[src/design/frt_pkg.sv]
// shared types, codes and constants for the fragment reassembly tracker
package frt_pkg;

    // default bitmap size, handed to the top level parameter
    localparam int MAX_FRAGMENTS_DEF = 256;

    // full-size fragment payload in bytes
    localparam int PAYLOAD_BYTES = 1024;

    // field widths of the words
    localparam int TYPE_W  = 2;
    localparam int IP_W    = 32;
    localparam int PORT_W  = 16;
    localparam int MID_W   = 16;
    localparam int IDX_W   = 16;
    localparam int LEN_W   = 11;
    localparam int BYTES_W = 19;

    // bitmap memory row layout
    localparam int ROW_BITS  = 32;
    localparam int ROW_SEL_W = $clog2(ROW_BITS);

    // payload cap at field width
    localparam logic [LEN_W-1:0] LEN_CAP = LEN_W'(PAYLOAD_BYTES);

    // configuration port
    localparam int CFG_IDX_W  = 2;
    localparam int CFG_DATA_W = 32;
    localparam logic [CFG_IDX_W-1:0] CFG_PROMISC   = 2'd0;
    localparam logic [CFG_IDX_W-1:0] CFG_PEER_IP   = 2'd1;
    localparam logic [CFG_IDX_W-1:0] CFG_PEER_PORT = 2'd2;

    // packet types
    typedef enum logic [TYPE_W-1:0] {
        REQ_DATA   = 2'd0,
        REQ_ACK    = 2'd1,
        REQ_CHADDR = 2'd2,
        REQ_OTHER  = 2'd3
    } req_t;

    // result actions
    typedef enum logic [2:0] {
        ACT_DROP     = 3'd0,
        ACT_ACK      = 3'd1,
        ACT_FORWARD  = 3'd2,
        ACT_BAD_TYPE = 3'd3,
        ACT_SHORT    = 3'd4,
        ACT_RANGE    = 3'd5
    } action_t;

    // one received packet header
    typedef struct packed {
        req_t              req_type;
        logic [IP_W-1:0]   src_ip;
        logic [PORT_W-1:0] src_port;
        logic [MID_W-1:0]  message_id;
        logic [IDX_W-1:0]  fragment_index;
        logic [IDX_W-1:0]  fragment_total;
        logic [LEN_W-1:0]  pay_len;
    } in_t;

    // one result
    typedef struct packed {
        action_t            action;
        logic [IDX_W-1:0]   ack_index;
        logic               message_done;
        logic [MID_W-1:0]   done_message_id;
        logic [BYTES_W-1:0] message_bytes;
    } out_t;

    // bitmap write command from the tracker to the memory
    typedef struct packed {
        logic wr;
        logic clr;
    } bm_cmd_t;

endpackage

[src/design/fragment_reassembly_tracker.sv]
// top level of the fragment reassembly tracker: config, handshakes, output register
//
//   channel  direction  handshake            payload
//   s_       in         s_valid / s_ready    s_data  (in_t, one packet header)
//   m_       out        m_valid / m_ready    m_data  (out_t, one result)
//   cfg_     in         cfg_valid / cfg_ready cfg_index, cfg_data
//
// one header per cycle sustained while m_ready keeps the output free; m_valid rises once the header
// has passed stage one (bitmap row read at the accepting edge, then update and output register)
// the bitmap row read is registered; a write to the row being read
// at the same edge is forwarded
// synchronous active-low reset; the bitmap rows are cleared by row valid bits
// a stalled output holds stage one, and s_ready follows once stage one is full
module fragment_reassembly_tracker #(
    parameter int MAX_FRAGMENTS = frt_pkg::MAX_FRAGMENTS_DEF
) (
    input  logic                            aclk,
    input  logic                            aresetn,
    input  logic                            s_valid,
    output logic                            s_ready,
    input  frt_pkg::in_t                    s_data,
    output logic                            m_valid,
    input  logic                            m_ready,
    output frt_pkg::out_t                   m_data,
    input  logic                            cfg_valid,
    output logic                            cfg_ready,
    input  logic [frt_pkg::CFG_IDX_W-1:0]   cfg_index,
    input  logic [frt_pkg::CFG_DATA_W-1:0]  cfg_data
);
    import frt_pkg::*;

    localparam int NUM_ROWS = (MAX_FRAGMENTS + ROW_BITS - 1) / ROW_BITS;
    localparam int ROWS     = (NUM_ROWS < 2) ? 2 : NUM_ROWS;
    localparam int ROW_AW   = $clog2(ROWS);

    logic                promisc_reg;
    logic [IP_W-1:0]     peer_ip_cfg_reg;
    logic [PORT_W-1:0]   peer_port_cfg_reg;
    logic                m_valid_reg;
    out_t                m_data_reg;
    logic                s1_valid;
    logic                out_free;
    logic                acc;
    logic                adv;
    out_t                result;
    bm_cmd_t             bm_cmd;
    logic [ROW_AW-1:0]   wr_row;
    logic [ROW_BITS-1:0] wr_data;
    logic [ROW_BITS-1:0] row_q;

    // configuration registers
    assign cfg_ready = 1'b1;

    always_ff @(posedge aclk) begin
        if (!aresetn) begin
            promisc_reg       <= 1'b0;
            peer_ip_cfg_reg   <= '0;
            peer_port_cfg_reg <= '0;
        end else if (cfg_valid && cfg_ready) begin
            case (cfg_index)
                CFG_PROMISC:   promisc_reg       <= cfg_data[0];
                CFG_PEER_IP:   peer_ip_cfg_reg   <= cfg_data[IP_W-1:0];
                CFG_PEER_PORT: peer_port_cfg_reg <= cfg_data[PORT_W-1:0];
                default: begin
                end
            endcase
        end
    end

    // handshake control
    assign out_free = !m_valid_reg || m_ready;
    assign adv      = s1_valid && out_free;
    assign s_ready  = !s1_valid || out_free;
    assign acc      = s_valid && s_ready;

    frt_bitmap #(
        .MAX_FRAGMENTS (MAX_FRAGMENTS)
    ) u_bitmap (
        .aclk    (aclk),
        .aresetn (aresetn),
        .rd_en   (acc),
        .rd_row  (s_data.fragment_index[ROW_SEL_W +: ROW_AW]),
        .bm_cmd  (bm_cmd),
        .wr_row  (wr_row),
        .wr_data (wr_data),
        .row_q   (row_q)
    );

    frt_track #(
        .MAX_FRAGMENTS (MAX_FRAGMENTS)
    ) u_track (
        .aclk          (aclk),
        .aresetn       (aresetn),
        .acc           (acc),
        .in_item       (s_data),
        .adv           (adv),
        .cfg_promisc   (promisc_reg),
        .cfg_peer_ip   (peer_ip_cfg_reg),
        .cfg_peer_port (peer_port_cfg_reg),
        .row_q         (row_q),
        .s1_valid      (s1_valid),
        .result        (result),
        .bm_cmd        (bm_cmd),
        .wr_row        (wr_row),
        .wr_data       (wr_data)
    );

    // output register
    always_ff @(posedge aclk) begin
        if (!aresetn) begin
            m_valid_reg <= 1'b0;
        end else if (adv) begin
            m_valid_reg <= 1'b1;
        end else if (m_ready) begin
            m_valid_reg <= 1'b0;
        end
    end

    always_ff @(posedge aclk) begin
        if (adv) begin
            m_data_reg <= result;
        end
    end

    assign m_valid = m_valid_reg;
    assign m_data  = m_data_reg;

endmodule

[src/design/frt_bitmap.sv]
// fragment bitmap memory with row valid bits and write-to-read forwarding
module frt_bitmap #(
    parameter int MAX_FRAGMENTS = frt_pkg::MAX_FRAGMENTS_DEF
) (
    input  logic                          aclk,
    input  logic                          aresetn,
    input  logic                          rd_en,
    input  logic [$clog2((((MAX_FRAGMENTS + frt_pkg::ROW_BITS - 1) / frt_pkg::ROW_BITS) < 2)
                  ? 2 : ((MAX_FRAGMENTS + frt_pkg::ROW_BITS - 1) / frt_pkg::ROW_BITS))-1:0]
                                          rd_row,
    input  frt_pkg::bm_cmd_t              bm_cmd,
    input  logic [$clog2((((MAX_FRAGMENTS + frt_pkg::ROW_BITS - 1) / frt_pkg::ROW_BITS) < 2)
                  ? 2 : ((MAX_FRAGMENTS + frt_pkg::ROW_BITS - 1) / frt_pkg::ROW_BITS))-1:0]
                                          wr_row,
    input  logic [frt_pkg::ROW_BITS-1:0]  wr_data,
    output logic [frt_pkg::ROW_BITS-1:0]  row_q
);
    import frt_pkg::*;

    localparam int NUM_ROWS = (MAX_FRAGMENTS + ROW_BITS - 1) / ROW_BITS;
    localparam int ROWS     = (NUM_ROWS < 2) ? 2 : NUM_ROWS;
    localparam int ROW_AW   = $clog2(ROWS);

    logic [ROW_BITS-1:0] mem [ROWS];
    logic [ROW_BITS-1:0] rd_data_reg;
    logic [ROW_AW-1:0]   rd_row_reg;
    logic                fwd_hit_reg;
    logic                fwd_hit_next;
    logic [ROW_BITS-1:0] fwd_data_reg;
    logic [ROWS-1:0]     row_vld_reg;
    logic [ROWS-1:0]     row_vld_next;

    // memory write port and registered read port
    always_ff @(posedge aclk) begin
        if (bm_cmd.wr) begin
            mem[wr_row] <= wr_data;
        end
        if (rd_en) begin
            rd_data_reg  <= mem[rd_row];
            rd_row_reg   <= rd_row;
            fwd_data_reg <= wr_data;
        end
    end

    // a write landing on the row being read in the same cycle wins
    assign fwd_hit_next = bm_cmd.wr && (wr_row == rd_row);

    // row valid bits: a new message clears all rows at once
    always_comb begin
        row_vld_next = row_vld_reg;
        if (bm_cmd.wr) begin
            if (bm_cmd.clr) begin
                row_vld_next = '0;
            end
            row_vld_next = row_vld_next | (ROWS'(1) << wr_row);
        end
    end

    always_ff @(posedge aclk) begin
        if (!aresetn) begin
            row_vld_reg <= '0;
            fwd_hit_reg <= 1'b0;
        end else begin
            row_vld_reg <= row_vld_next;
            if (rd_en) begin
                fwd_hit_reg <= fwd_hit_next;
            end
        end
    end

    // resolved row: forwarded, stored or cleared
    assign row_q = fwd_hit_reg ? fwd_data_reg :
                   (row_vld_reg[rd_row_reg] ? rd_data_reg : '0);

endmodule

[src/design/frt_track.sv]
// header register stage, peer filter and reassembly state update
module frt_track #(
    parameter int MAX_FRAGMENTS = frt_pkg::MAX_FRAGMENTS_DEF
) (
    input  logic                          aclk,
    input  logic                          aresetn,
    input  logic                          acc,
    input  frt_pkg::in_t                  in_item,
    input  logic                          adv,
    input  logic                          cfg_promisc,
    input  logic [frt_pkg::IP_W-1:0]      cfg_peer_ip,
    input  logic [frt_pkg::PORT_W-1:0]    cfg_peer_port,
    input  logic [frt_pkg::ROW_BITS-1:0]  row_q,
    output logic                          s1_valid,
    output frt_pkg::out_t                 result,
    output frt_pkg::bm_cmd_t              bm_cmd,
    output logic [$clog2((((MAX_FRAGMENTS + frt_pkg::ROW_BITS - 1) / frt_pkg::ROW_BITS) < 2)
                  ? 2 : ((MAX_FRAGMENTS + frt_pkg::ROW_BITS - 1) / frt_pkg::ROW_BITS))-1:0]
                                          wr_row,
    output logic [frt_pkg::ROW_BITS-1:0]  wr_data
);
    import frt_pkg::*;

    localparam int NUM_ROWS = (MAX_FRAGMENTS + ROW_BITS - 1) / ROW_BITS;
    localparam int ROWS     = (NUM_ROWS < 2) ? 2 : NUM_ROWS;
    localparam int ROW_AW   = $clog2(ROWS);
    localparam int CNT_W    = $clog2(MAX_FRAGMENTS + 1);
    localparam logic [IDX_W-1:0]   MAX_IDX   = IDX_W'(MAX_FRAGMENTS);
    localparam logic [BYTES_W-1:0] BYTES_MAX = '1;

    // stage one: the accepted header waiting for its bitmap row
    logic s1_valid_reg;
    in_t  s1_item_reg;

    // reassembly and peer state
    logic               receiving_reg,  receiving_next;
    logic [MID_W-1:0]   cur_msg_reg,    cur_msg_next;
    logic [CNT_W-1:0]   expected_reg,   expected_next;
    logic [CNT_W-1:0]   seen_reg,       seen_next;
    logic [BYTES_W-1:0] bytes_reg,      bytes_next;
    logic               peer_ovr_reg,   peer_ovr_next;
    logic [IP_W-1:0]    peer_ip_reg,    peer_ip_next;
    logic [PORT_W-1:0]  peer_port_reg,  peer_port_next;

    logic [LEN_W-1:0]    len_eff;
    logic                from_peer;
    logic [IDX_W-1:0]    idx;
    logic [IDX_W-1:0]    tot;
    logic [IDX_W-1:0]    exp16;
    logic [ROW_SEL_W-1:0] bit_sel;
    logic [ROW_BITS-1:0] bit_onehot;
    logic                seen_bit;
    logic [BYTES_W:0]    bytes_sum;
    logic [BYTES_W-1:0]  bytes_added;
    logic                start_range_bad;
    logic                start_short;
    logic                recv_range_bad;
    logic                recv_short;
    logic                wr_want;
    logic                clr_want;
    action_t             action;
    logic [IDX_W-1:0]    ack_index;
    logic                done;

    always_ff @(posedge aclk) begin
        if (!aresetn) begin
            s1_valid_reg <= 1'b0;
        end else if (acc) begin
            s1_valid_reg <= 1'b1;
        end else if (adv) begin
            s1_valid_reg <= 1'b0;
        end
    end

    always_ff @(posedge aclk) begin
        if (acc) begin
            s1_item_reg <= in_item;
        end
    end

    assign s1_valid = s1_valid_reg;

    // field decode and checks
    assign idx     = s1_item_reg.fragment_index;
    assign tot     = s1_item_reg.fragment_total;
    assign exp16   = IDX_W'(expected_reg);
    assign len_eff = (s1_item_reg.pay_len > LEN_CAP) ? LEN_CAP
                                                      : s1_item_reg.pay_len;

    assign from_peer = peer_ovr_reg ?
        ((s1_item_reg.src_ip == peer_ip_reg) && (s1_item_reg.src_port == peer_port_reg)) :
        ((s1_item_reg.src_ip == cfg_peer_ip) && (s1_item_reg.src_port == cfg_peer_port));

    assign start_range_bad = (tot == '0) || (tot > MAX_IDX) || (idx >= tot);
    assign start_short     = (len_eff < LEN_CAP) && (idx != tot - IDX_W'(1));
    assign recv_range_bad  = (idx >= exp16) || (idx >= MAX_IDX);
    assign recv_short      = (len_eff < LEN_CAP) && (idx != exp16 - IDX_W'(1));

    // bit position inside the row
    assign bit_sel    = idx[ROW_SEL_W-1:0];
    assign bit_onehot = ROW_BITS'(1) << bit_sel;
    assign seen_bit   = row_q[bit_sel];
    assign wr_row     = idx[ROW_SEL_W +: ROW_AW];

    // saturating byte count
    assign bytes_sum   = {1'b0, bytes_reg} + (BYTES_W + 1)'(len_eff);
    assign bytes_added = bytes_sum[BYTES_W] ? BYTES_MAX : bytes_sum[BYTES_W-1:0];

    // decision and next state
    always_comb begin
        receiving_next = receiving_reg;
        cur_msg_next   = cur_msg_reg;
        expected_next  = expected_reg;
        seen_next      = seen_reg;
        bytes_next     = bytes_reg;
        peer_ovr_next  = peer_ovr_reg;
        peer_ip_next   = peer_ip_reg;
        peer_port_next = peer_port_reg;
        action         = ACT_DROP;
        ack_index      = '0;
        done           = 1'b0;
        wr_want        = 1'b0;
        clr_want       = 1'b0;
        wr_data        = bit_onehot;

        if (s1_item_reg.req_type == REQ_CHADDR) begin
            peer_ovr_next  = 1'b1;
            peer_ip_next   = s1_item_reg.src_ip;
            peer_port_next = s1_item_reg.src_port;
            action         = ACT_ACK;
            ack_index      = idx;
        end else if (!cfg_promisc && !from_peer) begin
            action = ACT_DROP;
        end else if (s1_item_reg.req_type == REQ_ACK) begin
            action = ACT_FORWARD;
        end else if (s1_item_reg.req_type == REQ_OTHER) begin
            action = ACT_BAD_TYPE;
        end else if (!receiving_reg) begin
            if (start_range_bad) begin
                action = ACT_RANGE;
            end else if (start_short) begin
                action = ACT_SHORT;
            end else begin
                // first fragment opens a fresh bitmap
                cur_msg_next  = s1_item_reg.message_id;
                expected_next = CNT_W'(tot);
                seen_next     = CNT_W'(1);
                bytes_next    = BYTES_W'(len_eff);
                action        = ACT_ACK;
                ack_index     = idx;
                wr_want       = 1'b1;
                clr_want      = 1'b1;
                wr_data       = bit_onehot;
                if (tot == IDX_W'(1)) begin
                    done = 1'b1;
                end else begin
                    receiving_next = 1'b1;
                end
            end
        end else if (s1_item_reg.message_id != cur_msg_reg) begin
            action = ACT_DROP;
        end else if (recv_range_bad) begin
            action = ACT_RANGE;
        end else if (recv_short) begin
            action = ACT_SHORT;
        end else begin
            // duplicates are acked but not counted
            if (!seen_bit) begin
                seen_next  = seen_reg + CNT_W'(1);
                bytes_next = bytes_added;
                wr_want    = 1'b1;
                wr_data    = row_q | bit_onehot;
            end
            action    = ACT_ACK;
            ack_index = idx;
            if (seen_next >= expected_reg) begin
                done           = 1'b1;
                receiving_next = 1'b0;
            end
        end
    end

    assign bm_cmd.wr  = adv && wr_want;
    assign bm_cmd.clr = adv && clr_want;

    // state update when the header leaves stage one
    always_ff @(posedge aclk) begin
        if (!aresetn) begin
            receiving_reg <= 1'b0;
            cur_msg_reg   <= '0;
            expected_reg  <= '0;
            seen_reg      <= '0;
            bytes_reg     <= '0;
            peer_ovr_reg  <= 1'b0;
            peer_ip_reg   <= '0;
            peer_port_reg <= '0;
        end else if (adv) begin
            receiving_reg <= receiving_next;
            cur_msg_reg   <= cur_msg_next;
            expected_reg  <= expected_next;
            seen_reg      <= seen_next;
            bytes_reg     <= bytes_next;
            peer_ovr_reg  <= peer_ovr_next;
            peer_ip_reg   <= peer_ip_next;
            peer_port_reg <= peer_port_next;
        end
    end

    // result word
    assign result.action          = action;
    assign result.ack_index       = ack_index;
    assign result.message_done    = done;
    assign result.done_message_id = cur_msg_next;
    assign result.message_bytes   = bytes_next;

endmodule

[config.mk]
export PLATFORM = sky130hd
export DESIGN_NAME = fragment_reassembly_tracker
export DESIGN_NICKNAME = d
export VERILOG_FILES = /design/src/design/frt_pkg.sv /design/src/design/fragment_reassembly_tracker.sv /design/src/design/frt_bitmap.sv /design/src/design/frt_track.sv
export SDC_FILE = /design/constraint.sdc
export NUM_CORES = 1
export LEC_CHECK = 0
export BUFFER_PORTS_ARGS = -buffer_cell sky130_fd_sc_hd__buf_2
export CAP_MARGIN = 20
export CORE_UTILIZATION = 50
export CTS_CLUSTER_DIAMETER = 60
export DETAILED_ROUTE_END_ITERATION = 7
export PLACE_DENSITY = 0.74
export SYNTH_ARGS = -nofsm -noshare
export SYNTH_HDL_FRONTEND = slang
export SYNTH_SLANG_ARGS = --single-unit
[constraint.sdc]
create_clock -name aclk -period 5.8 [get_ports aclk]
set_input_delay 1.16 -clock aclk [delete_from_list [all_inputs] [get_ports aclk]]
set_output_delay 1.16 -clock aclk [all_outputs]
set_load 0.005 [all_outputs]
* Word level (Yosys, flattened, before mapping)
Memory sizes are Yosys's and may differ from the RTL's. A register that Yosys moved wholly into a read port is not among the register bits. Index checks and enable logic that the tools add are counted.
Storage, ports and cells: memories 1, RAM bits 256, bits of input ports 148, register bits 362
Cells by class: reductions and logical operators 32, eq/ne operators 19, bitwise logic cells 9, shifts and indexed selects 2, $add $sub $neg 4, magnitude comparators 9, muxes and demuxes 110
Memories:
- u_bitmap.mem | words 8, bits a word 32, read ports 1, clocked after Yosys merged registers in 1, wr ports 1, RTL line frt_bitmap.sv:24 | logic [ROW_BITS-1:0] mem [ROWS];
Operator list (number):
- $mux 32 | 11
- $mux 16 | 17
- $mux 19 | 12
- $mux 9 | 15
- $eq 32x32->1 | 2
- $ne 16x16->1 | 3
- $mux 1 | 42
- $eq 16x16->1 | 2
- $or 32x32->32 | 1
- $shl 1x5->32 const A | 1
- $add 19x11->20 | 1
- $mux 3 | 6
- $eq 16x1->1 const B | 1
- $ge 16x16->1 | 1
- $ge 16x9->1 | 1
- $ge 16x9->1 const B | 1
- $gt 16x9->1 const B | 1
- $logic_not 16->1 | 1
- $mux 8 | 2
- $sub 16x1->16 const B | 1
- $gt 11x11->1 const B | 1
- $lt 11x11->1 const B | 1
- $mux 11 | 1
- $logic_and 1x1->1 | 10
- other kinds (26) | 50

* Depth between registers and ports, before layout
depth after elaboration 21, gate-level depth with buffers 19, depth with buffers taken out 16

* Cells and area by module
A second synthesis with hierarchy kept.
Second synthesis, totals: cells, all modules 2191, area, all modules 29117.9 um^2
By module, submodules not included:
- frt_track | cells an instance 1398, instances 1, sequential area each 5355.1 um^2, area each 12812.3 um^2
- frt_bitmap | cells an instance 533, instances 1, sequential area each 9879.5 um^2, area each 12658.4 um^2
- fragment_reassembly_tracker | cells an instance 260, instances 1, sequential area each 2652.5 um^2, area each 3647.2 um^2

* Worst setup path after synthesis
No wires, ideal clock.
kind flip-flop to flip-flop, start point register u_track.s1_item_reg, in the netlist u_track.idx[0], end point memory u_bitmap.mem[0][0] (enable), slack -0.499 ns, library setup time 0.501 ns, path buffers 2, arrival time 5.798 ns, stages on the path, launching flop included 12, path through edfxtp_1 -> buf_2 -> buf_2 -> inv_1 -> ha_1 -> or3_1 -> a211oi_1 -> a41o_1 -> and3_1 -> a21oi_1 -> or3_1 -> nor4_1
Between the ends: word-level cells in the longest chain between the ends 14
RTL lines:
- from (decl) | RTL line frt_track.sv:33 | in_t s1_item_reg;
- from (signal assigned) | RTL line frt_track.sv:77 | s1_item_reg <= in_item;
- $bmux 1 s5 | RTL line frt_track.sv:102 | assign seen_bit = row_q[bit_sel];
- $mux 1 (not written as such) | RTL line frt_track.sv:102
- $mux 1 | RTL line frt_track.sv:168 | if (!seen_bit) begin
- $mux 1 | RTL line frt_track.sv:164 | end else if (recv_short) begin
- $mux 1 | RTL line frt_track.sv:162 | end else if (recv_range_bad) begin
- $mux 1 | RTL line frt_track.sv:160 | end else if (s1_item_reg.message_id != cur_msg_reg) begin
- $mux 1 * | RTL line frt_track.sv:138 | end else if (!receiving_reg) begin
- $mux 1 * | RTL line frt_track.sv:136 | end else if (s1_item_reg.req_type == REQ_OTHER) begin
- $mux 1 * | RTL line frt_track.sv:134 | end else if (s1_item_reg.req_type == REQ_ACK) begin
- $mux 1 * | RTL line frt_track.sv:132 | end else if (!cfg_promisc && !from_peer) begin
- $mux 1 * | RTL line frt_track.sv:126 | if (s1_item_reg.req_type == REQ_CHADDR) begin
- $logic_and 1x1->1 * | RTL line frt_track.sv:183 | assign bm_cmd.wr = adv && wr_want;
- $mux 1 * | RTL line frt_bitmap.sv:35 | if (bm_cmd.wr) begin
- $mux 1 (not written as such) * | RTL line frt_bitmap.sv:36 | mem[wr_row] <= wr_data;
- to (decl) | RTL line frt_bitmap.sv:24
Mark *: on every way between the ends. The rest lies on a longest branch, timed or not. The select of a mux whose other input is x is not followed.

* Worst setup path after layout
start point register u_track.s1_item_reg, in the netlist u_track.idx[0], end point memory u_bitmap.mem[3][24] (enable)
Same word-level chain as after synthesis.

==> metrics.cfg <==
[worst_setup_path]
cp-end-kind=register
path_max_fanout=18
r2r_start=u_track.idx[0]
max_stage_delay_ns=0.82
reg2reg_to=u_bitmap.mem[3][24]
cp_common_cell=and3_1
r2r_cells=11
start_kind=register
critPathKind=register to register
critPathArrivalTime_ns=5.17
crit_start=u_track.idx[0]
crit_path_end=u_bitmap.mem[3][24]
crit_chain=inv_1, ha_1, nor2_1, o211ai_1, nor4_1, and3_1, a21o_1, a21oi_1, nor3_2, and3_1, buf_4
ff2ff_setup_slack_ns=0.88
worstPathRequired_ns=6.05
slowest_stage=edfxtp_1

[floorplan]
die_h_um=240
dieArea_um2=57800
placementRows=87
initial_utilization=0.505
io_pins=206
dieWidth_um=240
core_um2=56300

[sta]
fin_crit_sh=0.848
post-route-min-period_ns=4.92
rsz0062_at_grt=no
fmax_mhz=203
setup_slack_ns=0.883
hold_viol_final=0
slew_headroom=0.277
drv_slew=0
setup-violations-final=0
finClkSkew_ns=0.0220
setup_tns_ns=0
worst_pin_slew_ns=1.09

[min_path]
hold_class=register to register

[clock_tree]
worstSkewPairLatency_ns=0.61
cts-hold-fix-buffers=0
cts-root-buf=clkbuf_16
cts.clk_slew.worst_paths_ns=0.06
htreeDepth=3
numCtsBuffers=69
cts_resized=0
cts.path.max_buffers=3
cts.sinks=647
cts_tree=built
cts_setup_buffers=0

[cells_and_area]
layoutNonFillerInstCount=3181
syn_to_final_growth_pct=14.9
nNetsFinal=2569
layout-drive-gt1-share=0.206
largest_reg_flops=256

[synth]
yosysTopAreaCellShare=0.512
synth_largest_area_cell=edfxtp_1
ys_types=80
yosysMostFrequentCell=edfxtp_1
synth-main-ff-cell=edfxtp_1
syn_nets=2358
syn-cell-area_um2=28400
synth_area_per_cell_um2=13.2
ys_seq_area_frac=0.626
synth_common_cells=edfxtp_1 (484), nand2_1 (267), dfxtp_1 (163)
ys_ff_latch=647
syn_inst=2159
yosysWarnings=0
async_flop_share=0
synth-edff-count=484
synth_area_leaders=edfxtp_1 (51%), dfxtp_1 (11%), mux4_2 (5.9%), nand2_1 (3.5%), a21oi_1 (2.4%)

[global_route]
grt_max_degree=103
grt_pass1_wl_um=105000
grt_pass1_vias=18700
antenna_found_initial=0
gr-usage-all-layers=0.239
overflow=0

[route]
drt_iter0_markers=1872
wl_um=69200
routed-via-count=18800
ant_nets=0
wl_per_cell_um=21.8
drt-vias-per-instance=5.91
first_pass_iters=7
drc=0

[job]
cap_violations=0

[place]
hpwl_um=45600
placedCellCount=3055
place.gp.congestion=0.909
port_buffers=204
detailedPlace.worstSlack_ns=0.899

[power_and_ir_drop]
p_total_uw=10300
power_density_nw_per_um2=314
vdd_drop_max_uv=253
p_leak_uw=0.0114

[status]
status=finished clean

worst min path at each step:
stage                                         start                   endpoint  slack [ns]  depth (start not counted)
after floorplan                peer_port_cfg_reg[1]       peer_port_cfg_reg[1]        0.44                          2
after global routing        u_track.peer_ip_reg[15]    u_track.peer_ip_reg[15]        0.47                          2
after CTS                   u_track.peer_ip_reg[15]    u_track.peer_ip_reg[15]        0.46                          2
after detailed placement  u_track.peer_port_reg[11]  u_track.peer_port_reg[11]        0.45                          2
after global placement      u_track.peer_ip_reg[15]    u_track.peer_ip_reg[15]        0.44                          2
final                       u_track.peer_ip_reg[15]    u_track.peer_ip_reg[15]        0.46                          2
cell usage in the layout, fill, tap and decap left out, types with 11 or more instances in the layout:
cell type and instances:
edfxtp_1 484, nor4_1 24, ha_1 50, dfxtp_1 163, a22oi_1 34, nor2b_1 32
and3_1 20, nand2b_1 19, a21o_1 17, xor2_1 56, buf_2 203, o21ai_1 30
xnor2_1 79, inv_1 62, a31oi_1 11, o21ai_0 38, mux2_2 50, nand3_1 20
buf_4 39, nand4_1 45, nor2_1 85, mux2i_1 44, a22o_1 11, mux4_2 74
nor3_1 27, a21oi_1 139, clkbuf_16 71, nand2_1 267
cell families after synthesis:
| logic type | Yosys count | synth area share |
|---|---|---|
| buffers and inverters | 168 | 0.0236 |
| flip-flops | 647 | 0.626 |
| XOR/XNOR | 136 | 0.0424 |
| AND/OR/NAND/NOR | 596 | 0.101 |
| multiplexers | 168 | 0.0940 |
| adder cells (fa/ha/maj) | 51 | 0.0227 |
| AO/OA/AOI/OAI | 392 | 0.0897 |
| other | 1 | 0.000132 |
area by class of cell:
cell class              instances  area, um2
clock buffers                  84       1860
clock inverters                40        493
fillers                      4434      23600
inverters                      65        251
well taps                     756        946
repair buffers                243       1330
flip-flops and latches        647      17800
diodes                          2       5.00
multi-input cells            1344       9980
metrics by stage:
stage,hold slack [ns],utilization,instance area (um2)
finish,0.457,0.580,32700
global route,0.475,0.580,32700
CTS,0.458,0.580,32700
detailed placement,0.449,0.538,30300
global placement,0.442,0.538,30300
floorplan,0.436,-,28400
critical path: cells and delay by family, from the launching register on:
family	cells	cell delay, ns
AO/OA/AOI/OAI	3	0.77
adder cells (fa/ha/maj)	1	0.39
buffers and inverters	2	0.69
flip-flops	1	0.82
AND/OR/NAND/NOR	5	1.88
report_power, final:
group          internal (uW)  switching, uW  leakage [uW]  total, uW
logic                    231            300       0.00460        532
clock network           2710           1830       0.00114       4540
registers               5080            117       0.00570       5190
total                   8020           2250        0.0114      10300
per-layer routing:
layer	vias to the layer above	track usage	wire length, um
li1	8558	-	-
met1	9295	0.319	28800
met2	800	0.390	33400
met3	144	0.0463	5170
met4	0	0.0803	1910
met5	-	0	0
Power figures use the tool's default switching activity.
